--- config.mk ---
export PLATFORM = sky130hd
export DESIGN_NAME = advection_stencil_1d
export DESIGN_NICKNAME = d
export VERILOG_FILES = /design/src/hdl/advst_pkg.sv /design/src/hdl/advst_front.sv /design/src/hdl/advst_queue.sv /design/src/hdl/advst_back.sv /design/src/hdl/advection_stencil_1d.sv
export VERILOG_INCLUDE_DIRS = /design/src /design/src/hdl
export SDC_FILE = /design/constraint.sdc
export NUM_CORES = 2
export LEC_CHECK = 0
export BUFFER_PORTS_ARGS = -buffer_cell sky130_fd_sc_hd__buf_2
export CORE_MARGIN = 5
export CORE_UTILIZATION = 40
export CTS_CLUSTER_SIZE = 12
export DETAILED_ROUTE_END_ITERATION = 8
export PLACE_DENSITY = 0.59
export SYNTH_ARGS = -nofsm -noshare
export SYNTH_HDL_FRONTEND = slang
export SYNTH_SLANG_ARGS = --single-unit
--- constraint.sdc ---
create_clock -name clk -period 10.89 [get_ports clk]
set_clock_uncertainty 0.1 [all_clocks]
set_input_delay 3.267 -clock clk [delete_from_list [all_inputs] [get_ports clk]]
set_output_delay 3.267 -clock clk [all_outputs]
set_load 0.01 [all_outputs]
--- src/hdl/advection_stencil_1d_assert.svh ---
// assertion macros for the advection stencil block
`ifndef ADVECTION_STENCIL_1D_ASSERT_SVH
`define ADVECTION_STENCIL_1D_ASSERT_SVH

`ifndef NO_ASSERTIONS
`define ADVST_ASSERT(lbl, prop) \
    lbl: assert property (@(posedge clk) disable iff (!rst_n) prop) \
        else $error("advection stencil assertion failed");
`define ADVST_ASSERT_ALWAYS(lbl, prop) \
    lbl: assert property (@(posedge clk) prop) \
        else $error("advection stencil assertion failed");
`else
`define ADVST_ASSERT(lbl, prop)
`define ADVST_ASSERT_ALWAYS(lbl, prop)
`endif

`endif

--- src/hdl/advst_pkg.sv ---
package advst_pkg;

    localparam int SAMPLE_W    = 24;
    localparam int COURANT_W   = 18;
    localparam int CEFF_W      = COURANT_W + 1;
    localparam int HALF_W      = 17;
    localparam int SQ_W        = 2 * COURANT_W;
    localparam int DIFF1_W     = SAMPLE_W + 1;
    localparam int DIFF2_W     = SAMPLE_W + 2;
    localparam int PROD_W      = DIFF2_W + CEFF_W;
    localparam int SUM_W       = SAMPLE_W + 6;
    localparam int ADDR_W      = 4;
    localparam int QUEUE_DEPTH = 4;
    localparam int QPTR_W      = $clog2(QUEUE_DEPTH);

    localparam logic [1:0] MODE_CENTRAL = 2'd0;
    localparam logic [1:0] MODE_UPWIND  = 2'd1;
    localparam logic [1:0] MODE_LAXW    = 2'd2;

    localparam logic [1:0] REG_SCHEME    = 2'd0;
    localparam logic [1:0] REG_COURANT   = 2'd1;
    localparam logic [1:0] REG_DIRECTION = 2'd2;

    localparam logic [1:0] OP_ZERO    = 2'd0;
    localparam logic [1:0] OP_CENTRAL = 2'd1;
    localparam logic [1:0] OP_UPWIND  = 2'd2;
    localparam logic [1:0] OP_LAXW    = 2'd3;

    localparam logic [1:0] ROW_EMPTY = 2'd0;
    localparam logic [1:0] ROW_ONE   = 2'd1;
    localparam logic [1:0] ROW_MANY  = 2'd2;

    localparam logic signed [SAMPLE_W-1:0] SAT_MAX = {1'b0, {(SAMPLE_W-1){1'b1}}};
    localparam logic signed [SAMPLE_W-1:0] SAT_MIN = {1'b1, {(SAMPLE_W-1){1'b0}}};
    localparam logic [HALF_W-1:0]          HALF_MAX = {HALF_W{1'b1}};

    typedef struct packed {
        logic [1:0]                  kind;
        logic                        last;
        logic signed [SAMPLE_W-1:0]  x;
        logic signed [DIFF1_W-1:0]   diff1;
        logic signed [DIFF2_W-1:0]   diff2;
    } op_t;

    typedef struct packed {
        logic signed [CEFF_W-1:0] courant;
        logic [HALF_W-1:0]        half_sq;
    } coef_t;

    typedef struct packed {
        logic [1:0] row_pos;
        logic       pend_valid;
    } front_status_t;

endpackage

--- src/hdl/advst_front.sv ---
module advst_front (
    input  logic                            clk,
    input  logic                            rst_n,
    input  logic [1:0]                      scheme_mode,
    input  logic                            in_valid,
    output logic                            in_ready,
    input  logic [advst_pkg::SAMPLE_W-1:0]  in_sample,
    input  logic                            in_last,
    output logic                            push,
    output advst_pkg::op_t                  push_op,
    input  logic                            queue_ready,
    output advst_pkg::front_status_t        status
);
    import advst_pkg::*;

    logic [1:0]                 row_pos_reg, row_pos_next;
    logic signed [SAMPLE_W-1:0] prev_reg, prev_next;
    logic signed [SAMPLE_W-1:0] prev2_reg, prev2_next;
    logic                       pend_valid_reg, pend_valid_next;
    op_t                        pend_reg, pend_next;

    logic                       accept;
    logic signed [SAMPLE_W-1:0] cur;
    logic                       a_valid, b_valid;
    op_t                        op_a, op_b;
    logic [1:0]                 mode_kind;

    assign cur      = $signed(in_sample);
    assign in_ready = !pend_valid_reg && queue_ready;
    assign accept   = in_valid && in_ready;

    always_comb
    begin
        case (scheme_mode)
            MODE_UPWIND: mode_kind = OP_UPWIND;
            MODE_LAXW:   mode_kind = OP_LAXW;
            default:     mode_kind = OP_CENTRAL;
        endcase
    end

    // previous-position request
    always_comb
    begin
        a_valid     = row_pos_reg != ROW_EMPTY;
        op_a.last   = 1'b0;
        op_a.x      = prev_reg;
        op_a.diff2  = DIFF2_W'(cur) - (DIFF2_W'(prev_reg) <<< 1) + DIFF2_W'(prev2_reg);
        if (mode_kind == OP_UPWIND)
        begin
            op_a.diff1 = DIFF1_W'(prev_reg) - DIFF1_W'(prev2_reg);
        end
        else
        begin
            op_a.diff1 = DIFF1_W'(cur) - DIFF1_W'(prev2_reg);
        end
        op_a.kind = (row_pos_reg == ROW_ONE) ? OP_ZERO : mode_kind;
    end

    // final-position request
    always_comb
    begin
        b_valid    = in_last;
        op_b.last  = 1'b1;
        op_b.x     = cur;
        op_b.diff1 = DIFF1_W'(cur) - DIFF1_W'(prev_reg);
        op_b.diff2 = '0;
        if (mode_kind == OP_UPWIND && row_pos_reg != ROW_EMPTY)
        begin
            op_b.kind = OP_UPWIND;
        end
        else
        begin
            op_b.kind = OP_ZERO;
        end
    end

    always_comb
    begin
        row_pos_next    = row_pos_reg;
        prev_next       = prev_reg;
        prev2_next      = prev2_reg;
        pend_valid_next = pend_valid_reg;
        pend_next       = pend_reg;
        push            = 1'b0;
        push_op         = op_a;
        if (pend_valid_reg)
        begin
            push_op = pend_reg;
            if (queue_ready)
            begin
                push            = 1'b1;
                pend_valid_next = 1'b0;
            end
        end
        else if (accept)
        begin
            if (a_valid)
            begin
                push            = 1'b1;
                push_op         = op_a;
                pend_valid_next = b_valid;
                pend_next       = op_b;
            end
            else if (b_valid)
            begin
                push    = 1'b1;
                push_op = op_b;
            end
            if (in_last)
            begin
                row_pos_next = ROW_EMPTY;
                prev_next    = '0;
                prev2_next   = '0;
            end
            else
            begin
                prev2_next = prev_reg;
                prev_next  = cur;
                if (row_pos_reg != ROW_MANY)
                begin
                    row_pos_next = row_pos_reg + 2'd1;
                end
            end
        end
    end

    always_ff @(posedge clk or negedge rst_n)
    begin
        if (!rst_n)
        begin
            row_pos_reg    <= ROW_EMPTY;
            prev_reg       <= '0;
            prev2_reg      <= '0;
            pend_valid_reg <= 1'b0;
        end
        else
        begin
            row_pos_reg    <= row_pos_next;
            prev_reg       <= prev_next;
            prev2_reg      <= prev2_next;
            pend_valid_reg <= pend_valid_next;
        end
    end

    always_ff @(posedge clk)
    begin
        pend_reg <= pend_next;
    end

    assign status.row_pos    = row_pos_reg;
    assign status.pend_valid = pend_valid_reg;

endmodule

--- src/hdl/advst_queue.sv ---
module advst_queue (
    input  logic            clk,
    input  logic            rst_n,
    input  logic            push,
    input  advst_pkg::op_t  push_op,
    output logic            ready,
    input  logic            pop,
    output logic            valid,
    output advst_pkg::op_t  head
);
    import advst_pkg::*;

    op_t               entry_reg [QUEUE_DEPTH];
    logic [QPTR_W-1:0] wr_ptr_reg, wr_ptr_next;
    logic [QPTR_W-1:0] rd_ptr_reg, rd_ptr_next;
    logic [QPTR_W:0]   count_reg, count_next;
    logic              do_push, do_pop;

    assign ready   = count_reg != (QPTR_W+1)'(QUEUE_DEPTH);
    assign valid   = count_reg != '0;
    assign head    = entry_reg[rd_ptr_reg];
    assign do_push = push && ready;
    assign do_pop  = pop && valid;

    always_comb
    begin
        wr_ptr_next = do_push ? wr_ptr_reg + 1'b1 : wr_ptr_reg;
        rd_ptr_next = do_pop ? rd_ptr_reg + 1'b1 : rd_ptr_reg;
        count_next  = count_reg;
        if (do_push && !do_pop)
        begin
            count_next = count_reg + 1'b1;
        end
        else if (do_pop && !do_push)
        begin
            count_next = count_reg - 1'b1;
        end
    end

    always_ff @(posedge clk or negedge rst_n)
    begin
        if (!rst_n)
        begin
            wr_ptr_reg <= '0;
            rd_ptr_reg <= '0;
            count_reg  <= '0;
        end
        else
        begin
            wr_ptr_reg <= wr_ptr_next;
            rd_ptr_reg <= rd_ptr_next;
            count_reg  <= count_next;
        end
    end

    always_ff @(posedge clk)
    begin
        if (do_push)
        begin
            entry_reg[wr_ptr_reg] <= push_op;
        end
    end

endmodule

--- src/hdl/advst_back.sv ---
module advst_back (
    input  logic                            clk,
    input  logic                            rst_n,
    input  advst_pkg::coef_t                coef,
    input  logic                            op_valid,
    output logic                            op_pop,
    input  advst_pkg::op_t                  op,
    output logic                            out_valid,
    input  logic                            out_ready,
    output logic [advst_pkg::SAMPLE_W-1:0]  out_value,
    output logic                            out_last
);
    import advst_pkg::*;

    // multiply stage
    logic                       v1_reg, v1_next;
    logic [1:0]                 kind1_reg;
    logic                       last1_reg;
    logic signed [SAMPLE_W-1:0] x1_reg;
    logic signed [PROD_W-1:0]   prod_c_reg, prod_h_reg;
    // rounding stage
    logic                       v2_reg, v2_next;
    logic [1:0]                 kind2_reg;
    logic                       last2_reg;
    logic signed [SAMPLE_W-1:0] x2_reg;
    logic signed [SUM_W-1:0]    term_c_reg, term_h_reg;
    // output register
    logic                       ov_reg, ov_next;
    logic signed [SAMPLE_W-1:0] value_reg, value_next;
    logic                       last_reg;

    logic                       rdy1, rdy2, rdy3;
    logic signed [HALF_W:0]     half_s;
    logic signed [PROD_W-1:0]   prod_c, prod_h;
    logic signed [PROD_W-1:0]   rnd_c, rnd_h;
    logic signed [SUM_W-1:0]    sum;

    assign rdy3   = !ov_reg || out_ready;
    assign rdy2   = !v2_reg || rdy3;
    assign rdy1   = !v1_reg || rdy2;
    assign op_pop = op_valid && rdy1;

    assign half_s = {1'b0, coef.half_sq};
    assign prod_c = PROD_W'(op.diff1) * PROD_W'(coef.courant);
    assign prod_h = PROD_W'(op.diff2) * PROD_W'(half_s);

    always_comb
    begin
        if (kind1_reg == OP_UPWIND)
        begin
            rnd_c = (prod_c_reg + PROD_W'(32768)) >>> 16;
        end
        else
        begin
            rnd_c = (prod_c_reg + PROD_W'(65536)) >>> 17;
        end
        if (kind1_reg == OP_LAXW)
        begin
            rnd_h = (prod_h_reg + PROD_W'(32768)) >>> 16;
        end
        else
        begin
            rnd_h = '0;
        end
    end

    always_comb
    begin
        sum = SUM_W'(x2_reg) - term_c_reg + term_h_reg;
        if (kind2_reg == OP_ZERO)
        begin
            value_next = '0;
        end
        else if (sum > SUM_W'(SAT_MAX))
        begin
            value_next = SAT_MAX;
        end
        else if (sum < SUM_W'(SAT_MIN))
        begin
            value_next = SAT_MIN;
        end
        else
        begin
            value_next = sum[SAMPLE_W-1:0];
        end
    end

    always_comb
    begin
        v1_next = rdy1 ? op_valid : v1_reg;
        v2_next = rdy2 ? v1_reg : v2_reg;
        ov_next = rdy3 ? v2_reg : ov_reg;
    end

    always_ff @(posedge clk or negedge rst_n)
    begin
        if (!rst_n)
        begin
            v1_reg <= 1'b0;
            v2_reg <= 1'b0;
            ov_reg <= 1'b0;
        end
        else
        begin
            v1_reg <= v1_next;
            v2_reg <= v2_next;
            ov_reg <= ov_next;
        end
    end

    always_ff @(posedge clk)
    begin
        if (rdy1)
        begin
            kind1_reg  <= op.kind;
            last1_reg  <= op.last;
            x1_reg     <= op.x;
            prod_c_reg <= prod_c;
            prod_h_reg <= prod_h;
        end
        if (rdy2)
        begin
            kind2_reg  <= kind1_reg;
            last2_reg  <= last1_reg;
            x2_reg     <= x1_reg;
            term_c_reg <= rnd_c[SUM_W-1:0];
            term_h_reg <= rnd_h[SUM_W-1:0];
        end
        if (rdy3)
        begin
            value_reg <= value_next;
            last_reg  <= last2_reg;
        end
    end

    assign out_valid = ov_reg;
    assign out_value = value_reg;
    assign out_last  = last_reg;

endmodule

--- src/hdl/advection_stencil_1d.sv ---
// One time step of 1-D linear advection over a streamed row (central, upwind or
// Lax-Wendroff, chosen by scheme_mode). Samples enter one per clock while s_tready
// is high; each sample but the first of its row releases the update of the position
// before it, and the sample that carries tlast also releases the final position,
// so a row of n samples gives n results. A tlast sample that follows at least one
// other sample of its row yields two results and holds s_tready low while the second
// is queued. Results pass through the queue, multiply stage, rounding stage and
// output register, the second result of a tlast sample following the first; a
// four-entry queue lets the input run on while the output is stalled. A sample may
// follow a configuration write at once, as the derived coefficients are registered
// before it reaches the multiply stage.
`include "advection_stencil_1d_assert.svh"

module advection_stencil_1d (
    input  logic                           clk,
    input  logic                           rst_n,
    // apb configuration
    input  logic                           psel,
    input  logic                           penable,
    input  logic                           pwrite,
    input  logic [advst_pkg::ADDR_W-1:0]   paddr,
    input  logic [31:0]                    pwdata,
    output logic [31:0]                    prdata,
    output logic                           pready,
    // input samples
    input  logic                           s_tvalid,
    output logic                           s_tready,
    input  logic [23:0]                    s_tdata,   // sample_value
    input  logic                           s_tlast,   // row_end
    // updated values
    output logic                           m_tvalid,
    input  logic                           m_tready,
    output logic [23:0]                    m_tdata,   // updated_value
    output logic                           m_tlast    // row_end_out
);
    import advst_pkg::*;

    logic [1:0]                  scheme_reg;
    logic [COURANT_W-1:0]        courant_reg;
    logic                        fwd_reg;
    coef_t                       coef_reg, coef_next;

    logic                        cfg_write;
    logic [1:0]                  cfg_index;
    logic signed [CEFF_W-1:0]    c_ext;
    logic signed [SQ_W-1:0]      c_sq;
    logic [SQ_W-1:0]             h_full;

    logic                        q_push, q_ready, q_valid, q_pop;
    op_t                         q_in, q_head;
    front_status_t               fstat;

    assign pready    = 1'b1;
    assign cfg_write = psel && penable && pwrite && pready;
    assign cfg_index = paddr[3:2];

    always_ff @(posedge clk or negedge rst_n)
    begin
        if (!rst_n)
        begin
            scheme_reg  <= MODE_CENTRAL;
            courant_reg <= '0;
            fwd_reg     <= 1'b1;
        end
        else if (cfg_write)
        begin
            case (cfg_index)
                REG_SCHEME:    scheme_reg  <= pwdata[1:0];
                REG_COURANT:   courant_reg <= pwdata[COURANT_W-1:0];
                REG_DIRECTION: fwd_reg     <= pwdata[0];
                default:       ;
            endcase
        end
    end

    always_comb
    begin
        case (cfg_index)
            REG_SCHEME:    prdata = 32'(scheme_reg);
            REG_COURANT:   prdata = 32'(courant_reg);
            REG_DIRECTION: prdata = 32'(fwd_reg);
            default:       prdata = '0;
        endcase
    end

    // effective courant number and half its square
    always_comb
    begin
        c_ext  = CEFF_W'($signed(courant_reg));
        c_sq   = SQ_W'($signed(courant_reg)) * SQ_W'($signed(courant_reg));
        h_full = (c_sq + SQ_W'(65536)) >> 17;
        coef_next.courant = fwd_reg ? c_ext : -c_ext;
        coef_next.half_sq = (h_full > SQ_W'(HALF_MAX)) ? HALF_MAX : h_full[HALF_W-1:0];
    end

    always_ff @(posedge clk or negedge rst_n)
    begin
        if (!rst_n)
        begin
            coef_reg <= '0;
        end
        else
        begin
            coef_reg <= coef_next;
        end
    end

    advst_front u_front (
        .clk         (clk),
        .rst_n       (rst_n),
        .scheme_mode (scheme_reg),
        .in_valid    (s_tvalid),
        .in_ready    (s_tready),
        .in_sample   (s_tdata),
        .in_last     (s_tlast),
        .push        (q_push),
        .push_op     (q_in),
        .queue_ready (q_ready),
        .status      (fstat)
    );

    advst_queue u_queue (
        .clk     (clk),
        .rst_n   (rst_n),
        .push    (q_push),
        .push_op (q_in),
        .ready   (q_ready),
        .pop     (q_pop),
        .valid   (q_valid),
        .head    (q_head)
    );

    advst_back u_back (
        .clk       (clk),
        .rst_n     (rst_n),
        .coef      (coef_reg),
        .op_valid  (q_valid),
        .op_pop    (q_pop),
        .op        (q_head),
        .out_valid (m_tvalid),
        .out_ready (m_tready),
        .out_value (m_tdata),
        .out_last  (m_tlast)
    );

    `ADVST_ASSERT(a_row_restart, (s_tvalid && s_tready && s_tlast) |=> (fstat.row_pos == ROW_EMPTY))
    `ADVST_ASSERT(a_row_advance, (s_tvalid && s_tready && !s_tlast) |=> (fstat.row_pos != ROW_EMPTY))
    `ADVST_ASSERT(a_pend_stall, fstat.pend_valid |-> !s_tready)
    `ADVST_ASSERT_ALWAYS(a_reset_idle, !rst_n |-> (!m_tvalid && !fstat.pend_valid))

endmodule
==> impl_metrics.toml <==
[synthesis]
post-synth-top-count-cell = "inv_1"
synthTopCellsByArea = "fa_1 (33%), edfxtp_1 (22%), inv_1 (7.9%), ha_1 (7.4%), nand2_1 (4.5%)"
seq_area_frac_synth = 0.263
postSynthAreaPerCell_um2 = 10.5
synth_area_um2 = 74800
synth_enable_flop_cells = 557
synth_warnings = 0
synthCells = 7151
yosysTopAreaCell = "fa_1"
yosys-top-cells-count = "inv_1 (1579), fa_1 (1243), nand2_1 (896)"
ys.flop_type = "edfxtp_1"
synth.distinct_cells = 94
synth_top_area_frac = 0.333
ys_ff_latch = 675
postSynth.asyncResetShare = 0.175

[finish]
largest_reg_flops = 312
synthToLayoutAreaGrowth_pct = 7.09
register_area_um2 = 19700
layout-drive-gt1-share = 0.0559
stdcell_area_um2 = 80100
multiInputGateArea_um2 = 48100
fin_nets = 8867
fillerInstances = 17800
fin_cells = 9655

[floorplan]
die_w_um = 443
die_y_um = 443
die_area_um2 = 196000
coreArea_um2 = 186000
ioPinCount = 128
rows = 158
start_util = 0.403

[global_route]
grt_pass1_vias = 53300
grt_max_degree = 100
grt_util_all_layers = 0.193
overflow = 0
antenna_found_initial = 31
grt_pass1_wl_mm = 300

[clock_network]
htreeDepth = 3
cts_tree = "done"
clock_latency_ns = 0.64
cts_resized = 0
cts_hold_buf = 0
cts_buffer_depth = 3
cts_num_sinks = 675
cts_setup_buffers = 0
path_clk_slew_ns = 0.06
clock_tree.root_cell = "clkbuf_16"
cts_inserted_buffers = 72

[sta]
max_freq_ghz = 0.113
timing.setup.tns_ns = 0
fin_crit_sh = 0.815
slew_viol_final = 0
worstMarginPinSlew_ns = 1.16
relSlewSlack = 0.206
rsz0062_at_grt = "no"
hold_ws_ns = 0.316
min_period_ns = 8.87
setup_viol = 0
final-hold-violation-count = 0

[setup_path]
cpMaxStageDelayCell = "dfrtp_4"
crit_chain = "mux4_2 -> nand2_1 -> fa_1 -> inv_1 -> fa_1 -> inv_1 -> fa_1 -> inv_1 -> fa_1 -> inv_1 -> fa_1 -> inv_1 -> fa_1 -> fa_1 -> ha_1 -> nand4_1 -> or4_1 -> o211ai_1 -> o211ai_2 -> a21boi_2 -> a21oi_2 -> o2111ai_1 -> a21oi_1 -> xnor2_1"
crit_type = "reg2reg"
cp.required_ns = 11.17
worst_setup_path_start_kind = "register"
cp_slowest_stage_delay_ns = 0.97
cpMostUsedCell = "fa_1"
arrival_ns = 9.15
cp_max_fo = 49
end_kind = "register"

[place]
io_buffers = 96
gp_congestion = 0.875
placed_area_um2 = 77900
dp.cells = 9520
dpl.hpwl_mm = 143

[detailed_routing]
drt_iter0_drc = 3443
drc_errors = 0
wirelength_mm = 187
final_antenna_net_count = 0
via_per_inst = 5.10
vias = 49200
wire_per_inst_um = 19.4
first_pass_iters = 6

[hold_path]
hold_path.class = "reg2reg"

[flow_run]
drv_cap = 0

[outcome]
status = "completed"
## area by class of cell
| cell class | instances | area share |
|---|---|---|
| Antenna cell | 15 | 0.000468 |
| Clock buffer | 97 | 0.0247 |
| Clock inverter | 23 | 0.00284 |
| Inverter | 1588 | 0.0744 |
| Multi-Input combinational cell | 4611 | 0.601 |
| Sequential cell | 675 | 0.246 |
| Tap cell | 2480 | 0.0387 |
| Timing Repair Buffer | 166 | 0.0126 |
## path summary, 6_finish.rpt
check                                      start  depth (start not counted)                     to  slack [ns]
max in group asynchronous                  rst_n                          2   u_front.prev_reg[18]        6.89
hold reg to reg                 u_back.x1_reg[4]                          0       u_back.x2_reg[4]        0.32
hold / removal                  u_back.x1_reg[4]                          0       u_back.x2_reg[4]        0.32
min in group asynchronous                  rst_n                          1         courant_reg[2]        2.49
setup reg to reg           u_queue.rd_ptr_reg[1]                         24  u_back.prod_c_reg[43]        2.02
setup / recovery           u_queue.rd_ptr_reg[1]                         24  u_back.prod_c_reg[43]        2.02
## critical path: cells and delay by family, from the launching register on
kind / cells / cell delay [ns]
compound gates: 6 / 1.71
flops: 1 / 0.97
fa+ha+maj: 8 / 3.83
simple gates: 3 / 0.84
xor+xnor: 1 / 0.13
buf+inv: 5 / 0.28
mux: 1 / 0.73
## logic make-up after synthesis
| family | share of synthesized area |
|---|---|
| compound gates | 0.0636 |
| xor+xnor | 0.0304 |
| fa+ha+maj | 0.406 |
| buf+inv | 0.0954 |
| flops | 0.263 |
| mux | 0.0268 |
| other cells | 0.000100 |
| simple gates | 0.114 |
## per-stage QoR
| stage | utilization | setup slack, ns |
|---|---|---|
| after floorplan | - | 2.93 |
| after global placement | 0.419 | 1.95 |
| after detailed placement | 0.419 | 1.97 |
| after CTS | 0.431 | 1.94 |
| after global routing | 0.431 | 1.38 |
| final | 0.431 | 2.02 |
## layout by cell type, fill, tap and decap left out, types with 55 or more instances in the layout
| master | synthesis | routed |
|---|---|---|
| a21o_1 | 101 | 101 |
| a21oi_1 | 178 | 178 |
| and2_1 | 381 | 377 |
| buf_2 | 5 | 95 |
| buf_4 | 15 | 70 |
| clkbuf_16 | 0 | 74 |
| dfrtp_1 | 117 | 115 |
| edfxtp_1 | 557 | 557 |
| fa_1 | 1243 | 1243 |
| ha_1 | 442 | 441 |
| inv_1 | 1579 | 1579 |
| mux4_2 | 78 | 78 |
| nand2_1 | 896 | 894 |
| nand2b_1 | 55 | 55 |
| nand3_1 | 67 | 65 |
| nor2_1 | 239 | 237 |
| o21ai_0 | 121 | 121 |
| o31ai_1 | 55 | 55 |
| xnor2_1 | 154 | 154 |
| xor2_1 | 104 | 104 |
## per-layer routing
layer	vias to the layer above	track usage	wire length [µm]
met4	8	0.0518	5310
met1	25300	0.265	81600
met5	-	0	52
met2	1402	0.322	89200
li1	22200	-	-
met3	296	0.0279	11000
Power is left out: the tool's default activity adds up to more than one toggle a clock period on the data nets, which glitch-free logic cannot reach.
